[src/design/urfp_pkg.sv]
// Package for the serial-line ring pair: command kinds, queue entry,
// result record and sequencer states. No dependencies.
package urfp_pkg;

  // Longest run of results that one get may produce
  localparam int unsigned MAX_RESULTS = 32;
  localparam int unsigned RUN_W       = $clog2(MAX_RESULTS + 1);

  typedef enum logic [1:0] {
    OP_TICK  = 2'd0,
    OP_PUT   = 2'd1,
    OP_GET   = 2'd2,
    OP_QUERY = 2'd3
  } opcode_e;

  typedef enum logic [1:0] {
    ST_IDLE,
    ST_TICK,
    ST_GET_RD,
    ST_GET_EMIT
  } state_e;

  // One classified item waiting in the front queue
  typedef struct packed {
    opcode_e    kind;
    logic       rx_valid;
    logic [7:0] rx_byte;
    logic       tx_ready;
    logic [7:0] put_byte;
    logic [7:0] request_len;
  } cmd_t;

  // One result item
  typedef struct packed {
    logic       line_valid;
    logic [7:0] line_byte;
    logic       rx_dropped;
    logic       put_overflow;
    logic       data_valid;
    logic [7:0] data_byte;
    logic       last;
    logic       space_ok;
    logic       data_waiting;
  } res_t;

endpackage

[src/design/urfp_if.sv]
// Valid/ready channel interfaces for the ring pair: input items and result items.
// Depends on nothing.
interface urfp_in_if;
  logic       valid;
  logic       ready;
  logic [1:0] opcode;
  logic       rx_valid;
  logic [7:0] rx_byte;
  logic       tx_ready;
  logic [7:0] put_byte;
  logic [7:0] request_len;

  modport source (output valid, opcode, rx_valid, rx_byte, tx_ready, put_byte,
                  request_len, input ready);
  modport sink   (input valid, opcode, rx_valid, rx_byte, tx_ready, put_byte,
                  request_len, output ready);
endinterface

interface urfp_out_if;
  logic       valid;
  logic       ready;
  logic       line_valid;
  logic [7:0] line_byte;
  logic       rx_dropped;
  logic       put_overflow;
  logic       data_valid;
  logic [7:0] data_byte;
  logic       last;
  logic       space_ok;
  logic       data_waiting;

  modport source (output valid, line_valid, line_byte, rx_dropped, put_overflow,
                  data_valid, data_byte, last, space_ok, data_waiting,
                  input ready);
  modport sink   (input valid, line_valid, line_byte, rx_dropped, put_overflow,
                  data_valid, data_byte, last, space_ok, data_waiting,
                  output ready);
endinterface

[src/design/uart_ring_fifo_pair.sv]
// Top level of the serial-line receive/transmit ring pair.
// Depends on urfp_pkg, urfp_if, urfp_front, urfp_back (and urfp_ram below it).
//
// Two byte rings sit behind one command channel: a service tick moves one
// queued byte to the line (when tx_ready) and stores an arriving byte (or
// flags rx_dropped when the receive ring is full); a put queues one
// transmit byte (put_overflow when full); a get returns up to request_len
// received bytes, at most 32, one result per byte with last on the final
// one (a single empty result when nothing is available or request_len is
// zero); a space query reports whether free transmit room is at least
// request_len. Each ring holds at most DEPTH-1 bytes. Items enter a
// two-entry command queue and are run one at a time by a sequencer that
// works straight from the queue head. Put, query and an empty get load
// their result as soon as the sequencer takes them; a tick first reads the
// outgoing byte from a RAM with registered read and then loads its result;
// a get first sizes the run and then reads and emits each byte in turn.
// A result that is not collected stalls the sequencer; the queue still
// takes up to two more items before the input stalls. Ring storage needs
// no clearing after reset.
module uart_ring_fifo_pair
  import urfp_pkg::*;
#(
  parameter int unsigned RX_DEPTH = 32,
  parameter int unsigned TX_DEPTH = 32
) (
  input  logic       clk_i,
  input  logic       rst_ni,
  urfp_in_if.sink    in_i,
  urfp_out_if.source out_o
);

  logic cmd_valid;
  logic cmd_pop;
  cmd_t cmd;

  // Front: accept and classify items into the command queue
  urfp_front u_front (
    .clk_i       (clk_i),
    .rst_ni      (rst_ni),
    .in_i        (in_i),
    .cmd_valid_o (cmd_valid),
    .cmd_o       (cmd),
    .cmd_pop_i   (cmd_pop)
  );

  // Back: ring pointers, storage and result register
  urfp_back #(
    .RX_DEPTH (RX_DEPTH),
    .TX_DEPTH (TX_DEPTH)
  ) u_back (
    .clk_i       (clk_i),
    .rst_ni      (rst_ni),
    .cmd_valid_i (cmd_valid),
    .cmd_i       (cmd),
    .cmd_pop_o   (cmd_pop),
    .out_o       (out_o)
  );

endmodule

[src/design/urfp_ram.sv]
// Generic single-write, single-read RAM with registered read data.
// No dependencies.
module urfp_ram #(
  parameter int unsigned WIDTH = 8,
  parameter int unsigned DEPTH = 32
) (
  input  logic                     clk_i,
  input  logic                     we_i,
  input  logic [$clog2(DEPTH)-1:0] waddr_i,
  input  logic [WIDTH-1:0]         wdata_i,
  input  logic                     re_i,
  input  logic [$clog2(DEPTH)-1:0] raddr_i,
  output logic [WIDTH-1:0]         rdata_o
);

  logic [WIDTH-1:0] mem_q [DEPTH];
  logic [WIDTH-1:0] rdata_q;

  always_ff @(posedge clk_i) begin
    if (we_i) begin
      mem_q[waddr_i] <= wdata_i;
    end
    if (re_i) begin
      rdata_q <= mem_q[raddr_i];
    end
  end

  assign rdata_o = rdata_q;

endmodule

[src/design/urfp_front.sv]
// Front end: accepts input items, classifies them and holds them in a
// two-entry command queue. Depends on urfp_pkg and urfp_in_if.
module urfp_front
  import urfp_pkg::*;
(
  input  logic       clk_i,
  input  logic       rst_ni,
  urfp_in_if.sink    in_i,
  output logic       cmd_valid_o,
  output cmd_t       cmd_o,
  input  logic       cmd_pop_i
);

  cmd_t       q_q [2];
  logic       wr_ptr_q, rd_ptr_q;
  logic [1:0] cnt_q;
  logic       push;
  cmd_t       cmd_in;

  assign in_i.ready = (cnt_q != 2'd2);
  assign push       = in_i.valid && in_i.ready;

  always_comb begin
    cmd_in             = '0;
    cmd_in.kind        = opcode_e'(in_i.opcode);
    cmd_in.rx_valid    = in_i.rx_valid;
    cmd_in.rx_byte     = in_i.rx_byte;
    cmd_in.tx_ready    = in_i.tx_ready;
    cmd_in.put_byte    = in_i.put_byte;
    cmd_in.request_len = in_i.request_len;
  end

  always_ff @(posedge clk_i) begin
    if (push) begin
      q_q[wr_ptr_q] <= cmd_in;
    end
  end

  always_ff @(posedge clk_i or negedge rst_ni) begin
    if (!rst_ni) begin
      wr_ptr_q <= 1'b0;
      rd_ptr_q <= 1'b0;
      cnt_q    <= 2'd0;
    end else begin
      if (push) begin
        wr_ptr_q <= ~wr_ptr_q;
      end
      if (cmd_pop_i) begin
        rd_ptr_q <= ~rd_ptr_q;
      end
      cnt_q <= cnt_q + {1'b0, push} - {1'b0, cmd_pop_i};
    end
  end

  assign cmd_valid_o = (cnt_q != 2'd0);
  assign cmd_o       = q_q[rd_ptr_q];

endmodule

[src/design/urfp_back.sv]
// Back end: sequencer that executes queued commands against the two rings
// and drives the result register. Depends on urfp_pkg, urfp_out_if, urfp_ram.
module urfp_back
  import urfp_pkg::*;
#(
  parameter int unsigned RX_DEPTH = 32,
  parameter int unsigned TX_DEPTH = 32
) (
  input  logic       clk_i,
  input  logic       rst_ni,
  input  logic       cmd_valid_i,
  input  cmd_t       cmd_i,
  output logic       cmd_pop_o,
  urfp_out_if.source out_o
);

  localparam int unsigned RX_PW = $clog2(RX_DEPTH);
  localparam int unsigned TX_PW = $clog2(TX_DEPTH);
  localparam int unsigned RX_CW = RX_PW + 1;
  localparam int unsigned TX_CW = TX_PW + 1;

  state_e           state_q, state_d;
  logic [RX_PW-1:0] rx_head_q, rx_head_d, rx_tail_q, rx_tail_d;
  logic [TX_PW-1:0] tx_head_q, tx_head_d, tx_tail_q, tx_tail_d;
  logic [RUN_W-1:0] cnt_q, cnt_d;
  logic             out_valid_q, out_valid_d;
  res_t             res_q, res_d;

  logic             out_free, emit;
  logic [RX_PW-1:0] rx_head_nx, rx_tail_nx;
  logic [TX_PW-1:0] tx_head_nx, tx_tail_nx;
  logic [RX_CW-1:0] rx_cnt;
  logic [TX_CW-1:0] tx_cnt;
  logic [8:0]       get_n1, get_n2;
  logic [RUN_W-1:0] get_n;

  logic             rx_we, rx_re, tx_we, tx_re;
  logic [7:0]       rx_wdata, tx_wdata, rx_rdata, tx_rdata;

  urfp_ram #(.WIDTH(8), .DEPTH(RX_DEPTH)) u_rx_ram (
    .clk_i   (clk_i),
    .we_i    (rx_we),
    .waddr_i (rx_head_q),
    .wdata_i (rx_wdata),
    .re_i    (rx_re),
    .raddr_i (rx_tail_q),
    .rdata_o (rx_rdata)
  );

  urfp_ram #(.WIDTH(8), .DEPTH(TX_DEPTH)) u_tx_ram (
    .clk_i   (clk_i),
    .we_i    (tx_we),
    .waddr_i (tx_head_q),
    .wdata_i (tx_wdata),
    .re_i    (tx_re),
    .raddr_i (tx_tail_q),
    .rdata_o (tx_rdata)
  );

  assign out_free = !out_valid_q || out_o.ready;

  // Pointer increments with wrap at any depth
  assign rx_head_nx = (rx_head_q == RX_PW'(RX_DEPTH - 1)) ? '0 : rx_head_q + 1'b1;
  assign rx_tail_nx = (rx_tail_q == RX_PW'(RX_DEPTH - 1)) ? '0 : rx_tail_q + 1'b1;
  assign tx_head_nx = (tx_head_q == TX_PW'(TX_DEPTH - 1)) ? '0 : tx_head_q + 1'b1;
  assign tx_tail_nx = (tx_tail_q == TX_PW'(TX_DEPTH - 1)) ? '0 : tx_tail_q + 1'b1;

  assign rx_cnt = RX_CW'(rx_head_q) - RX_CW'(rx_tail_q)
                + ((rx_head_q < rx_tail_q) ? RX_CW'(RX_DEPTH) : '0);
  assign tx_cnt = TX_CW'(tx_head_q) - TX_CW'(tx_tail_q)
                + ((tx_head_q < tx_tail_q) ? TX_CW'(TX_DEPTH) : '0);

  // Run length of a get: min(request, available, MAX_RESULTS)
  assign get_n1 = (9'(cmd_i.request_len) < 9'(rx_cnt)) ? 9'(cmd_i.request_len)
                                                        : 9'(rx_cnt);
  assign get_n2 = (get_n1 < 9'(MAX_RESULTS)) ? get_n1 : 9'(MAX_RESULTS);
  assign get_n  = get_n2[RUN_W-1:0];

  // Next state
  always_comb begin
    state_d = state_q;
    case (state_q)
      ST_IDLE: begin
        if (cmd_valid_i) begin
          if (cmd_i.kind == OP_TICK) begin
            state_d = ST_TICK;
          end else if (cmd_i.kind == OP_GET && get_n != '0) begin
            state_d = ST_GET_RD;
          end
        end
      end
      ST_TICK: begin
        if (out_free) begin
          state_d = ST_IDLE;
        end
      end
      ST_GET_RD: begin
        state_d = ST_GET_EMIT;
      end
      ST_GET_EMIT: begin
        if (out_free) begin
          state_d = (cnt_q == RUN_W'(1)) ? ST_IDLE : ST_GET_RD;
        end
      end
      default: begin
        state_d = ST_IDLE;
      end
    endcase
  end

  // Datapath and outputs
  always_comb begin
    rx_head_d = rx_head_q;
    rx_tail_d = rx_tail_q;
    tx_head_d = tx_head_q;
    tx_tail_d = tx_tail_q;
    cnt_d     = cnt_q;
    res_d     = '0;
    emit      = 1'b0;
    cmd_pop_o = 1'b0;
    rx_we     = 1'b0;
    rx_re     = 1'b0;
    tx_we     = 1'b0;
    tx_re     = 1'b0;
    rx_wdata  = cmd_i.rx_byte;
    tx_wdata  = cmd_i.put_byte;
    case (state_q)
      ST_IDLE: begin
        if (cmd_valid_i) begin
          case (cmd_i.kind)
            OP_TICK: begin
              tx_re = 1'b1;
            end
            OP_PUT: begin
              if (out_free) begin
                emit      = 1'b1;
                cmd_pop_o = 1'b1;
                if (tx_head_nx == tx_tail_q) begin
                  res_d.put_overflow = 1'b1;
                end else begin
                  tx_we     = 1'b1;
                  tx_head_d = tx_head_nx;
                end
                res_d.last         = 1'b1;
                res_d.data_waiting = (rx_head_q != rx_tail_q);
              end
            end
            OP_GET: begin
              if (get_n != '0) begin
                cnt_d = get_n;
              end else if (out_free) begin
                emit               = 1'b1;
                cmd_pop_o          = 1'b1;
                res_d.last         = 1'b1;
                res_d.data_waiting = (rx_head_q != rx_tail_q);
              end
            end
            OP_QUERY: begin
              if (out_free) begin
                emit               = 1'b1;
                cmd_pop_o          = 1'b1;
                res_d.space_ok     = (10'(TX_DEPTH) - 10'(tx_cnt))
                                   > 10'(cmd_i.request_len);
                res_d.last         = 1'b1;
                res_d.data_waiting = (rx_head_q != rx_tail_q);
              end
            end
            default: begin
            end
          endcase
        end
      end
      ST_TICK: begin
        if (out_free) begin
          emit      = 1'b1;
          cmd_pop_o = 1'b1;
          // Transmit side first, then receive side
          if (tx_head_q != tx_tail_q && cmd_i.tx_ready) begin
            res_d.line_valid = 1'b1;
            res_d.line_byte  = tx_rdata;
            tx_tail_d        = tx_tail_nx;
          end
          if (cmd_i.rx_valid) begin
            if (rx_head_nx == rx_tail_q) begin
              res_d.rx_dropped = 1'b1;
            end else begin
              rx_we     = 1'b1;
              rx_head_d = rx_head_nx;
            end
          end
          res_d.last         = 1'b1;
          res_d.data_waiting = (rx_head_d != rx_tail_q);
        end
      end
      ST_GET_RD: begin
        rx_re = 1'b1;
      end
      ST_GET_EMIT: begin
        if (out_free) begin
          emit               = 1'b1;
          res_d.data_valid   = 1'b1;
          res_d.data_byte    = rx_rdata;
          res_d.last         = (cnt_q == RUN_W'(1));
          res_d.data_waiting = (rx_head_q != rx_tail_nx);
          rx_tail_d          = rx_tail_nx;
          cnt_d              = cnt_q - 1'b1;
          cmd_pop_o          = (cnt_q == RUN_W'(1));
        end
      end
      default: begin
      end
    endcase
  end

  assign out_valid_d = emit || (out_valid_q && !out_o.ready);

  always_ff @(posedge clk_i or negedge rst_ni) begin
    if (!rst_ni) begin
      state_q     <= ST_IDLE;
      rx_head_q   <= '0;
      rx_tail_q   <= '0;
      tx_head_q   <= '0;
      tx_tail_q   <= '0;
      cnt_q       <= '0;
      out_valid_q <= 1'b0;
    end else begin
      state_q     <= state_d;
      rx_head_q   <= rx_head_d;
      rx_tail_q   <= rx_tail_d;
      tx_head_q   <= tx_head_d;
      tx_tail_q   <= tx_tail_d;
      cnt_q       <= cnt_d;
      out_valid_q <= out_valid_d;
    end
  end

  always_ff @(posedge clk_i) begin
    if (emit) begin
      res_q <= res_d;
    end
  end

  assign out_o.valid        = out_valid_q;
  assign out_o.line_valid   = res_q.line_valid;
  assign out_o.line_byte    = res_q.line_byte;
  assign out_o.rx_dropped   = res_q.rx_dropped;
  assign out_o.put_overflow = res_q.put_overflow;
  assign out_o.data_valid   = res_q.data_valid;
  assign out_o.data_byte    = res_q.data_byte;
  assign out_o.last         = res_q.last;
  assign out_o.space_ok     = res_q.space_ok;
  assign out_o.data_waiting = res_q.data_waiting;

  // A get run always has bytes left while the sequencer is in it
  assert property (@(posedge clk_i) disable iff (!rst_ni)
    (state_q == ST_GET_RD || state_q == ST_GET_EMIT) |-> cnt_q != '0)
    else $error("get run active with zero count");

  // Finishing a command always returns the sequencer to idle
  assert property (@(posedge clk_i) disable iff (!rst_ni)
    cmd_pop_o |=> state_q == ST_IDLE)
    else $error("command popped but sequencer not idle");

  // Only a get run produces results that are not the last of their item
  assert property (@(posedge clk_i) disable iff (!rst_ni)
    emit && !res_d.last |-> res_d.data_valid && state_q == ST_GET_EMIT)
    else $error("non-final result outside a get run");

  // Ring head pointers stay inside their stores
  assert property (@(posedge clk_i) disable iff (!rst_ni)
    rx_head_q <= RX_PW'(RX_DEPTH - 1) && tx_head_q <= TX_PW'(TX_DEPTH - 1))
    else $error("ring pointer out of range");

endmodule
[src/flat_wrapper.sv]
// flat-port wrapper written by rule: the top's interface ports become plain ports
module uart_ring_fifo_pair_flat import urfp_pkg::*;
#(
  parameter int unsigned RX_DEPTH = 32,
  parameter int unsigned TX_DEPTH = 32
)
  (clk_i, rst_ni, in_i_valid, in_i_opcode, in_i_rx_valid, in_i_rx_byte, in_i_tx_ready, in_i_put_byte, in_i_request_len, in_i_ready, out_o_valid, out_o_line_valid, out_o_line_byte, out_o_rx_dropped, out_o_put_overflow, out_o_data_valid, out_o_data_byte, out_o_last, out_o_space_ok, out_o_data_waiting, out_o_ready);
  urfp_in_if in_i_i ();
  urfp_out_if out_o_i ();
  input  logic clk_i;
  input  logic rst_ni;
  input wire logic [$bits(in_i_i.valid)-1:0] in_i_valid;
  input wire logic [$bits(in_i_i.opcode)-1:0] in_i_opcode;
  input wire logic [$bits(in_i_i.rx_valid)-1:0] in_i_rx_valid;
  input wire logic [$bits(in_i_i.rx_byte)-1:0] in_i_rx_byte;
  input wire logic [$bits(in_i_i.tx_ready)-1:0] in_i_tx_ready;
  input wire logic [$bits(in_i_i.put_byte)-1:0] in_i_put_byte;
  input wire logic [$bits(in_i_i.request_len)-1:0] in_i_request_len;
  output wire logic [$bits(in_i_i.ready)-1:0] in_i_ready;
  output wire logic [$bits(out_o_i.valid)-1:0] out_o_valid;
  output wire logic [$bits(out_o_i.line_valid)-1:0] out_o_line_valid;
  output wire logic [$bits(out_o_i.line_byte)-1:0] out_o_line_byte;
  output wire logic [$bits(out_o_i.rx_dropped)-1:0] out_o_rx_dropped;
  output wire logic [$bits(out_o_i.put_overflow)-1:0] out_o_put_overflow;
  output wire logic [$bits(out_o_i.data_valid)-1:0] out_o_data_valid;
  output wire logic [$bits(out_o_i.data_byte)-1:0] out_o_data_byte;
  output wire logic [$bits(out_o_i.last)-1:0] out_o_last;
  output wire logic [$bits(out_o_i.space_ok)-1:0] out_o_space_ok;
  output wire logic [$bits(out_o_i.data_waiting)-1:0] out_o_data_waiting;
  input wire logic [$bits(out_o_i.ready)-1:0] out_o_ready;
  assign in_i_i.valid = in_i_valid;
  assign in_i_i.opcode = in_i_opcode;
  assign in_i_i.rx_valid = in_i_rx_valid;
  assign in_i_i.rx_byte = in_i_rx_byte;
  assign in_i_i.tx_ready = in_i_tx_ready;
  assign in_i_i.put_byte = in_i_put_byte;
  assign in_i_i.request_len = in_i_request_len;
  assign in_i_ready = in_i_i.ready;
  assign out_o_valid = out_o_i.valid;
  assign out_o_line_valid = out_o_i.line_valid;
  assign out_o_line_byte = out_o_i.line_byte;
  assign out_o_rx_dropped = out_o_i.rx_dropped;
  assign out_o_put_overflow = out_o_i.put_overflow;
  assign out_o_data_valid = out_o_i.data_valid;
  assign out_o_data_byte = out_o_i.data_byte;
  assign out_o_last = out_o_i.last;
  assign out_o_space_ok = out_o_i.space_ok;
  assign out_o_data_waiting = out_o_i.data_waiting;
  assign out_o_i.ready = out_o_ready;
  uart_ring_fifo_pair #(.RX_DEPTH(RX_DEPTH), .TX_DEPTH(TX_DEPTH)) u_core (.clk_i(clk_i), .rst_ni(rst_ni), .in_i(in_i_i), .out_o(out_o_i));
endmodule
[config.mk]
export PLATFORM = sky130hd
export DESIGN_NAME = uart_ring_fifo_pair_flat
export DESIGN_NICKNAME = d
export VERILOG_FILES = /design/src/design/urfp_pkg.sv /design/src/design/urfp_if.sv /design/src/design/uart_ring_fifo_pair.sv /design/src/design/urfp_ram.sv /design/src/design/urfp_front.sv /design/src/design/urfp_back.sv /design/src/flat_wrapper.sv
export SDC_FILE = /design/constraint.sdc
export NUM_CORES = 1
export LEC_CHECK = 0
export CAP_MARGIN = 5
export CORE_UTILIZATION = 50
export DETAILED_ROUTE_END_ITERATION = 8
export DONT_BUFFER_PORTS = 1
export PLACE_DENSITY_LB_ADDON = 0.15
export RECOVER_POWER = 25
export SLEW_MARGIN = 40
export SYNTH_ARGS = -nofsm -noshare
export SYNTH_HDL_FRONTEND = slang
export SYNTH_SLANG_ARGS = --single-unit
[constraint.sdc]
create_clock -name clk_i -period 11.2 [get_ports clk_i]
set_input_delay 0.56 -clock clk_i [delete_from_list [all_inputs] [get_ports clk_i]]
set_output_delay 0.56 -clock clk_i [all_outputs]
set_load 0.1 [all_outputs]
==> results of run 1 <==
## cells by family (layout without fill, tap and decap cells)
logic type      count (synthesis)  in the layout  synth area share, %
flops                         640            640                 72.5
simple gates                  253            253                 4.54
mux                           200            200                 15.4
compound gates                103            103                 2.61
buf+inv                       102            177                 1.75
fa+ha+maj                      43             43                 2.10
xor+xnor                       34             34                 1.13
other cells                     2              3               0.0286
## Yosys cell counts, types with 6 or more instances
library cell  number
dfrtp_1           33
edfxtp_1         607
a21oi_1           24
mux4_2           160
nand4_1           11
mux2_2            26
nand2b_1          10
xnor2_1           28
clkbuf_1          34
nand3_1           14
ha_1              41
and2_1            10
a31oi_1            7
buf_2             17
and3_1            16
xor2_1             6
o31ai_1            6
a21o_1             6
nor3_1             6
o21ai_0           28
buf_1              6
mux2i_1           13
inv_1             33
nor2_1            90
nand2_1           69
## metal layers
| layer | up-vias | GRT usage, % |
|---|---|---|
| li1 | 5592 | - |
| met1 | 6750 | 33.4 |
| met2 | 453 | 31.1 |
| met3 | 90 | 4.12 |
| met4 | 0 | 6.52 |
| met5 | - | 0 |
## sequential cells by signal, summed over array words and instances, names as in the netlist, 2 cells and up
name / count
u_core.u_front.q_q: 56
u_core.u_back.u_rx_ram.mem_q: 256
u_core.u_back.u_tx_ram.mem_q: 256
u_core.u_back.cnt_q: 6
u_core.u_back.u_tx_ram.rdata_o: 8
u_core.u_back.out_o.line_byte: 8
u_core.u_back.out_o.data_byte: 8
u_core.u_back.tx_head_q: 5
u_core.u_back.rx_head_q: 5
u_core.u_front.cnt_q: 2
u_core.u_back.u_rx_ram.rdata_o: 8
u_core.u_back.rx_tail_q: 5
u_core.u_back.tx_tail_q: 5
u_core.u_back.state_q: 2
## worst reg2reg max path, cell delays in order, from the launching register on
cell,delay [ns]
dfrtp_1,1.49
mux2i_1,0.67
inv_1,0.16
ha_1,0.37
a21oi_1,0.08
and3_2,0.22
a2111o_1,0.46
a21oi_1,0.24
a21oi_1,0.22
nand2b_1,0.13
ha_1,0.22
inv_1,0.06
ha_1,0.15
xnor2_1,0.13
xnor2_1,0.14
## cell type report
cell class / instances / area (sq um)
clock buffer: 89 / 1870
clock inverter: 28 / 226
fill: 3785 / 22400
inverter: 36 / 135
multi-input combinational: 636 / 6860
sequential: 640 / 19100
tap: 680 / 851
timing repair buffer: 24 / 211
## cell usage in the layout, fill, tap and decap left out, types with 6 or more instances in the layout
cell type  synthesis  routed
nand2b_1          10      10
dfrtp_1           33      27
inv_1             33      33
nand2_1           69      68
nand3_1           14      14
a21oi_1           24      24
xor2_1             6       6
buf_4              2       7
mux2i_1           13      13
clkbuf_1          34      26
mux2_1             0      10
o31ai_1            6       6
and3_1            16      16
nor3_1             6       6
nor2_2             0      25
mux2_2            26      16
clkbuf_16          0      71
a31oi_1            7       6
nand4_1           11      11
edfxtp_1         607     607
o21ai_0           28      28
nor2_1            90      64
ha_1              41      41
xnor2_1           28      28
mux4_2           160     160
clkinv_1           1      19
and2_1            10       9
a21o_1             6       6
## through the flow
step	setup WS [ns]	total power, uW	util [%]
after floorplan	7.30	5220	-
after global placement	6.32	5870	52.1
after global routing	5.95	8440	56.6
after CTS	6.72	8190	56.9
after detailed placement	6.76	6030	52.8
final	6.39	8050	56.6
## final timing paths
| check | end | slack, ns | cells past startpoint |
|---|---|---|---|
| max in group asynchronous | u_core.u_back.rx_tail_q[0]$_DFFE_PN0P_ | 8.52 | 2 |
| worst min-delay path | u_core.u_front.q_q[0][2]$_DFFE_PP_ | 0.06 | 0 |
| worst min register to register | u_core.u_back.out_o.line_byte[2]$_SDFFCE_PN0P_ | 0.53 | 1 |
| worst max register to register | u_core.u_front.cnt_q[1]$_DFF_PN0_ | 6.39 | 14 |
| worst max-delay path | u_core.u_front.cnt_q[1]$_DFF_PN0_ | 6.39 | 14 |
| min in group asynchronous | u_core.u_back.tx_tail_q[0]$_DFFE_PN0P_ | 1.15 | 2 |
## power by group through the flow
stage	clock network, uW	registers, uW	logic (uW)
after floorplan	0	3410	1810
after global placement	0	3650	2220
after detailed placement	0	3510	2520
after CTS	2190	3460	2540
after global routing	2280	3450	2700
final	2150	3420	2480
==> summary.txt, run 1 <==
CTS
  – Root Buffer: clkbuf_16
  – CTS buffer count: between 60 and 70
  – TritonCTS clock tree: yes
  – H-tree depth: 3
  – Post-CTS Hold Fix Bufs: 2
  – CTS sink cnt: 640
  – Skew-Pair Late Insertion Delay: about 0.6 ns
  – Clk slew on worst S/H paths: 0.06 ns
  – Clk buf depth: 3
  – Post-CTS resize count: 0
  – Post-CTS Setup Repair Bufs: 0

Critical path
  – Crit Path Max Fanout: 33
  – CP startpoint: u_core.u_front.rd_ptr_q$_DFFE_PN0P_
  – Element type at the critical path end: flop
  – CP max-delay cell: dfrtp_1
  – Worst path top cell family by delay: flip-flops
  – Crit path buf inv count: 2
  – Crit path DAT: approximately 5.3 ns
  – Worst setup SP type: flop
  – CP cell instances: mux2i_1 > inv_1 > ha_1 > a21oi_1 > and3_2 > a2111o_1 > a21oi_1 > a21oi_1 > nand2b_1 > ha_1 > inv_1 > ha_1 > xnor2_1 > xnor2_1
  – Reg2Reg Launch Point: u_core.u_front.rd_ptr_q$_DFFE_PN0P_
  – Worst path max stage delay: between 1 and 1.5 ns
  – Crit Path Category: flop to flop
  – Worst EP required: 11.71 ns

Power
  – Logic pwr share: between 30% and 40%
  – Clock network power share: around a quarter
  – Switching share of total power: between 30% and 40%
  – Peak VDD IR: around 170 uV
  – Sequential Power Share: about 43%
  – Pwr Density: about 280 nW/um^2
  – Pleak: approximately 0.0094 uW
  – Internal power: about 5300 uW
  – Switching pwr: 2730 uW

Place
  – Post-DP Area: around 27,000 sq um
  – Gp weighted congestion: 0.831
  – Number of port buffers: 0
  – Detailed placement HPWL: ~34,000 microns
  – Post-Place Cells: around 2,000

STA
  – RSZ-0062 raised after global routing: no
  – Final worst path period need: 4.81 ns
  – Period utilisation layout: between 40 and 50%
  – Fin. Hold Viols: 0
  – Final setup viols: 0
  – Slew Viols, Final: between 60 and 70
  – Clk_skew: approximately 0.029 ns
  – Max Clk Rate: approximately 210 MHz
  – Post-route setup TNS: 0 ns
  – Worst slew pin tran: about 2.1 ns
  – Worst slew margin: -42.2%
  – Hold WS: ~0.055 ns

Run
  – Max-cap violations: 2

Synthesis
  – Post-Synthesis Cell Area: 26,300 sq um
  – Synth top area cells: edfxtp_1 69%, mux4_2 14%, dfrtp_1 3.1%
  – Top FF cell, synth: edfxtp_1
  – Synthesis Warnings: 0
  – Sequential fraction of the synthesis area: between 70% and 80%
  – Mapped Cells: around 1,400
  – Average size of a mapped cell: 19.1 sq um
  – Post-synthesis async set-or-reset flop share: a little over 5%
  – Synth top area share: slightly below 70%
  – Yosys top cell by area: edfxtp_1
  – Count of cell types in the netlist: between 70 and 80
  – Number of synthesized register bits: between 600 and 700
  – Post-synth EDFFs: between 600 and 700

Die
  – Die Footprint: ~54,000 sq um
  – Top Ports: 57
  – CORE AREA: 51,600 sq um
  – Row count: 83
  – Die Height: approximately 230 microns
  – DIE WIDTH: around 230 microns
  – Starting Density: 50.9%

Run status
  – Outcome: complete, but fails checks
  – Failing checks: capacitance limit, slew limit

GRT
  – Pin count of the biggest net entering global routing: 56
  – Vias in the first global route: between 10,000 and 15,000
  – Total gr overflow: 0
  – First-pass GRT wire length: around 85,000 microns
  – Total GRT Usage: between 20% and 30%
  – Initial antenna violation count: 0

Detailed routing
  – Met3 WL: 4230 microns
  – Met2 routed WL: roughly 25,000 microns
  – DRC marker count from the first detailed-route iteration: 1,083
  – Via count: 12,900
  – Routed WL: around 55,000 microns
  – TritonRoute pass-1 iters: 5
  – DRC violations left: 0
  – WL met1: about 25,000 microns
  – Drt wl/cell: 26.0 microns
  – DRT antenna net count: 0
  – Via density: 6.04
  – Highest routed layer: met4

Layout
  – Post-route cell area: 29,200 sq um
  – Area Overhead vs Synth: 11.2%
  – Final Instance Count excl. Fillers: approximately 2,100
  – Share of post-route cells with drive strength above 1: between 20 and 25%
  – N_diodes: 0
  – Layout Nets: 1,481

Worst hold path
  – Worst Hold Launch: in_i_request_len[2]
  – Hold crit path type: input port to flop
Power figures use the tool's default switching activity.
==> run 2, diff against run 1 <==
ABC_AREA = 1   (was default)
clock period = 5 ns   (was 11.2 ns; I/O delays follow)
==> summary.txt, run 2 <==
Place
  – Detailed placement HPWL: 39,400 microns (was 34,400 microns)
  – Post-DP Area: 27,500 sq um (was 27,200 sq um)
  – Post-Place Worst Slack: 0.925 ns (was 6.76 ns)
  – Number of port buffers: 0 (unchanged)
  – Gp weighted congestion: 0.883 (was 0.831)

Critical path
  – Worst setup SP type: flop (unchanged)
  – Crit Path Max Fanout: 19 (was 33)
  – Worst EP required: 5.21 ns (was 11.71 ns)
  – Crit path DAT: 4.64 ns (was 5.31 ns)
  – CP cell instances: inv_2 > clkbuf_1 > or2_2 > o21ai_0 > nor2_1 > nand2_1 > nor2_1 > nand2_1 > inv_1 > nand2_1 > nor2_1 (was mux2i_1 > inv_1 > ha_1 > a21oi_1 > and3_2 > a2111o_1 > a21oi_1 > a21oi_1 > nand2b_1 > ha_1 > inv_1 > ha_1 > xnor2_1 > xnor2_1)
  – Element type at the critical path end: flop (unchanged)
  – Worst path max stage delay: 0.95 ns (was 1.49 ns)
  – CP max-delay cell: clkbuf_1 (was dfrtp_1)
  – Crit Path Category: flop to flop (unchanged)

Synthesis
  – Yosys top cell by area: edfxtp_1 (unchanged)
  – Count leader, synth: edfxtp_1 (unchanged)
  – Synth cell count leaders: 607 x edfxtp_1, 397 x nor2_1, 300 x o21ai_0, 231 x nand2_1, 101 x clkbuf_1 (was 607 x edfxtp_1, 160 x mux4_2, 90 x nor2_1, 69 x nand2_1, 41 x ha_1)
  – Post-synth EDFFs: 607 (unchanged)
  – Synthesis Warnings: 0 (unchanged)
  – Synth top area cells: edfxtp_1 68%, o21ai_0 5.6%, nor2_1 5.6% (was edfxtp_1 69%, mux4_2 14%, dfrtp_1 3.1%)
  – Mapped Cells: 2,182 (was 1,377)
  – Number of synthesized register bits: 640 (unchanged)
  – Sequential fraction of the synthesis area: 71.6% (was 72.5%)
  – Top FF cell, synth: edfxtp_1 (unchanged)
  – Post-Synthesis Cell Area: 26,600 sq um (was 26,300 sq um)
  – Count of cell types in the netlist: 42 (was 71)
  – Post-synthesis async set-or-reset flop share: 5.16% (unchanged)
  – Synth top area share: 68.5% (was 69.3%)
  – Average size of a mapped cell: 12.2 sq um (was 19.1 sq um)

GRT
  – Total gr overflow: 0 (unchanged)
  – Total GRT Usage: 23.6% (was 21.6%)
  – First-pass GRT wire length: 96,100 microns (was 84,500 microns)
  – Pin count of the biggest net entering global routing: 87 (was 56)
  – Initial antenna violation count: 0 (unchanged)
  – Vias in the first global route: 16,200 (was 13,100)

Die
  – Top Ports: 57 (unchanged)
  – Row count: 84 (was 83)
  – DIE WIDTH: 233 microns (was 231 microns)
  – Die Footprint: 54,100 sq um (was 53,500 sq um)
  – Die Height: 233 microns (was 231 microns)
  – CORE AREA: 52,600 sq um (was 51,600 sq um)
  – Starting Density: 50.6% (was 50.9%)

Power
  – Pleak: 0.0102 uW (was 0.00938 uW)
  – Pwr Density: 670 nW/um^2 (was 276 nW/um^2)
  – Peak VDD IR: 395 uV (was 172 uV)
  – Final Power: 19,900 uW (was 8050 uW)

STA
  – Setup ws final: 0.577 ns (was 6.39 ns)
  – Clk_skew: 0.0186 ns (was 0.0288 ns)
  – Fin. Hold Viols: 0 (unchanged)
  – RSZ-0062 raised after global routing: no (unchanged)
  – Hold WS: 0.0311 ns (was 0.0554 ns)
  – Worst slew margin: -29.5% (was -42.2%)
  – Slew Viols, Final: 232 (was 68)
  – Post-route setup TNS: 0 ns (unchanged)
  – Final worst path period need: 4.42 ns (was 4.81 ns)
  – Period utilisation layout: 88.5% (was 42.9%)
  – Max Clk Rate: 226 MHz (was 208 MHz)
  – Worst slew pin tran: 1.94 ns (was 2.13 ns)
  – Final setup viols: 0 (unchanged)

Detailed routing
  – Drt wl/cell: 21.6 microns (was 26.0 microns)
  – DRT antenna net count: 0 (unchanged)
  – TritonRoute pass-1 iters: 5 (unchanged)
  – DRC marker count from the first detailed-route iteration: 1,620 (was 1,083)
  – Routed WL: 63,500 microns (was 55,400 microns)
  – DRC violations left: 0 (unchanged)
  – Via density: 5.76 (was 6.04)
  – Via count: 17,000 (was 12,900)

Layout
  – Layout Nets: 2,283 (was 1,481)
  – Fillers: 4,347 (was 3,785)
  – Register area: 19,100 sq um (about the same)
  – Commonest non-fill, non-tap cells in the layout: 607 x edfxtp_1, 386 x nor2_1, 300 x o21ai_0 (was 607 x edfxtp_1, 160 x mux4_2, 71 x clkbuf_16)
  – N_diodes: 0 (unchanged)
  – Area occupied by multi-input gates: 6770 sq um (was 6860 sq um)
  – Share of post-route cells with drive strength above 1: 7.00% (was 22.3%)
  – Commonest non-fill, non-tap cell in the layout: edfxtp_1 (unchanged)
  – Top Registers: u_core.u_back.u_rx_ram.mem_q (256), u_core.u_back.u_tx_ram.mem_q (256), u_core.u_front.q_q (56) (unchanged)
  – Post-route cell area: 29,800 sq um (was 29,200 sq um)
  – Area Overhead vs Synth: 11.9% (was 11.2%)

CTS
  – Skew-Pair Late Insertion Delay: 0.60 ns (about the same)
  – H-tree depth: 3 (unchanged)
  – Root Buffer: clkbuf_16 (unchanged)
  – TritonCTS clock tree: yes (unchanged)
  – Clk buf depth: 3 (unchanged)
  – CTS sink cnt: 640 (unchanged)
  – Clk slew on worst S/H paths: 0.06 ns (about the same)
  – Post-CTS Setup Repair Bufs: 0 (unchanged)
  – CTS buffer count: 67 (was 68)

Run status
  – Failing checks: capacitance limit, slew limit (unchanged)
  – Outcome: complete, but fails checks (unchanged)

Worst hold path
  – Hold crit path type: input port to flop (unchanged)

Run
  – Max-cap violations: 7 (was 2)
run 2: cell types whose count changed after synthesis, moves of 63 or more:
cell,delta
nand3_1,+68
mux4_2,-160
o21ai_0,+272
clkbuf_1,+67
o22ai_1,+83
nor2_1,+307
inv_1,+63
nand2_1,+162
run 2: kinds of logic after synthesis:
group | Yosys count | synth area share (%)
other | 2 | 0.0282
multiplexers | 2 | 0.0752
AO/OA/AOI/OAI | 488 | 10.5
flip-flops | 640 | 71.6
XOR/XNOR | 27 | 0.889
buffers and inverters | 218 | 3.18
AND/OR/NAND/NOR | 762 | 11.7
adder cells (fa/ha/maj) | 43 | 2.08
run 2: area by class of cell:
class	instances	area share [%]
flip-flops and latches	640	64.0
multi-input cells	1325	22.7
clock buffers	92	6.16
well taps	688	2.89
repair buffers	71	2.00
inverters	103	1.31
clock inverters	27	0.878
run 2: repair_timing:
action                     CTS  global route
hold buffers                31             0
resized for setup            0             0
hold endpoints to repair    90             0
setup endpoints to repair    0             0
run 2: final timing paths:
check                                                         start                                            end  slack [ns]  depth (start not counted)
worst min register to register   u_core.u_back.cnt_q[5]$_DFFE_PN0P_             u_core.u_back.cnt_q[5]$_DFFE_PN0P_        0.49                          2
min in group asynchronous                                    rst_ni              u_core.u_front.cnt_q[0]$_DFF_PN0_        0.76                          2
worst min-delay path                                    out_o_ready           u_core.u_back.state_q[1]$_DFFE_PN0P_        0.03                          4
max in group asynchronous                                    rst_ni         u_core.u_back.tx_tail_q[0]$_DFFE_PN0P_        2.84                          2
worst max register to register  u_core.u_front.rd_ptr_q$_DFFE_PN0P_  u_core.u_back.u_tx_ram.mem_q[21][2]$_DFFE_PP_        0.58                         11
worst max-delay path            u_core.u_front.rd_ptr_q$_DFFE_PN0P_  u_core.u_back.u_tx_ram.mem_q[21][2]$_DFFE_PP_        0.58                         11
run 2: report_power, final:
part	internal [uW]	total (uW)	switching (uW)
logic	1940	7270	5330
registers	7080	7860	785
clock network	2820	4810	1980
total	11800	19900	8100
run 2: worst max-delay path: cells and delay by family (launching register included):
| kind | cells | cell delay [ns] |
|---|---|---|
| AO/OA/AOI/OAI | 1 | 0.14 |
| flip-flops | 1 | 0.47 |
| AND/OR/NAND/NOR | 7 | 2.07 |
| buffers and inverters | 3 | 1.36 |
run 2: stage by stage:
stage          util, %  std cells
2_1_floorplan        -       2183
3_3_place_gp      51.9       2785
3_5_place_dp      52.3       2793
4_1_cts           56.9       2943
5_1_grt           56.7       2946
6_report          56.7       2946
run 2: routing by layer:
metal  up-vias  wire length, microns  track usage (%)  share of wire [%]
met1      8297                 27100             32.1                 43
li1       7940                     -                -                  -
met5         -                     0                0                  0
met3       127                  4020             4.00                6.3
met2       596                 30100             37.7                 47
met4         0                  2320             9.87                3.6
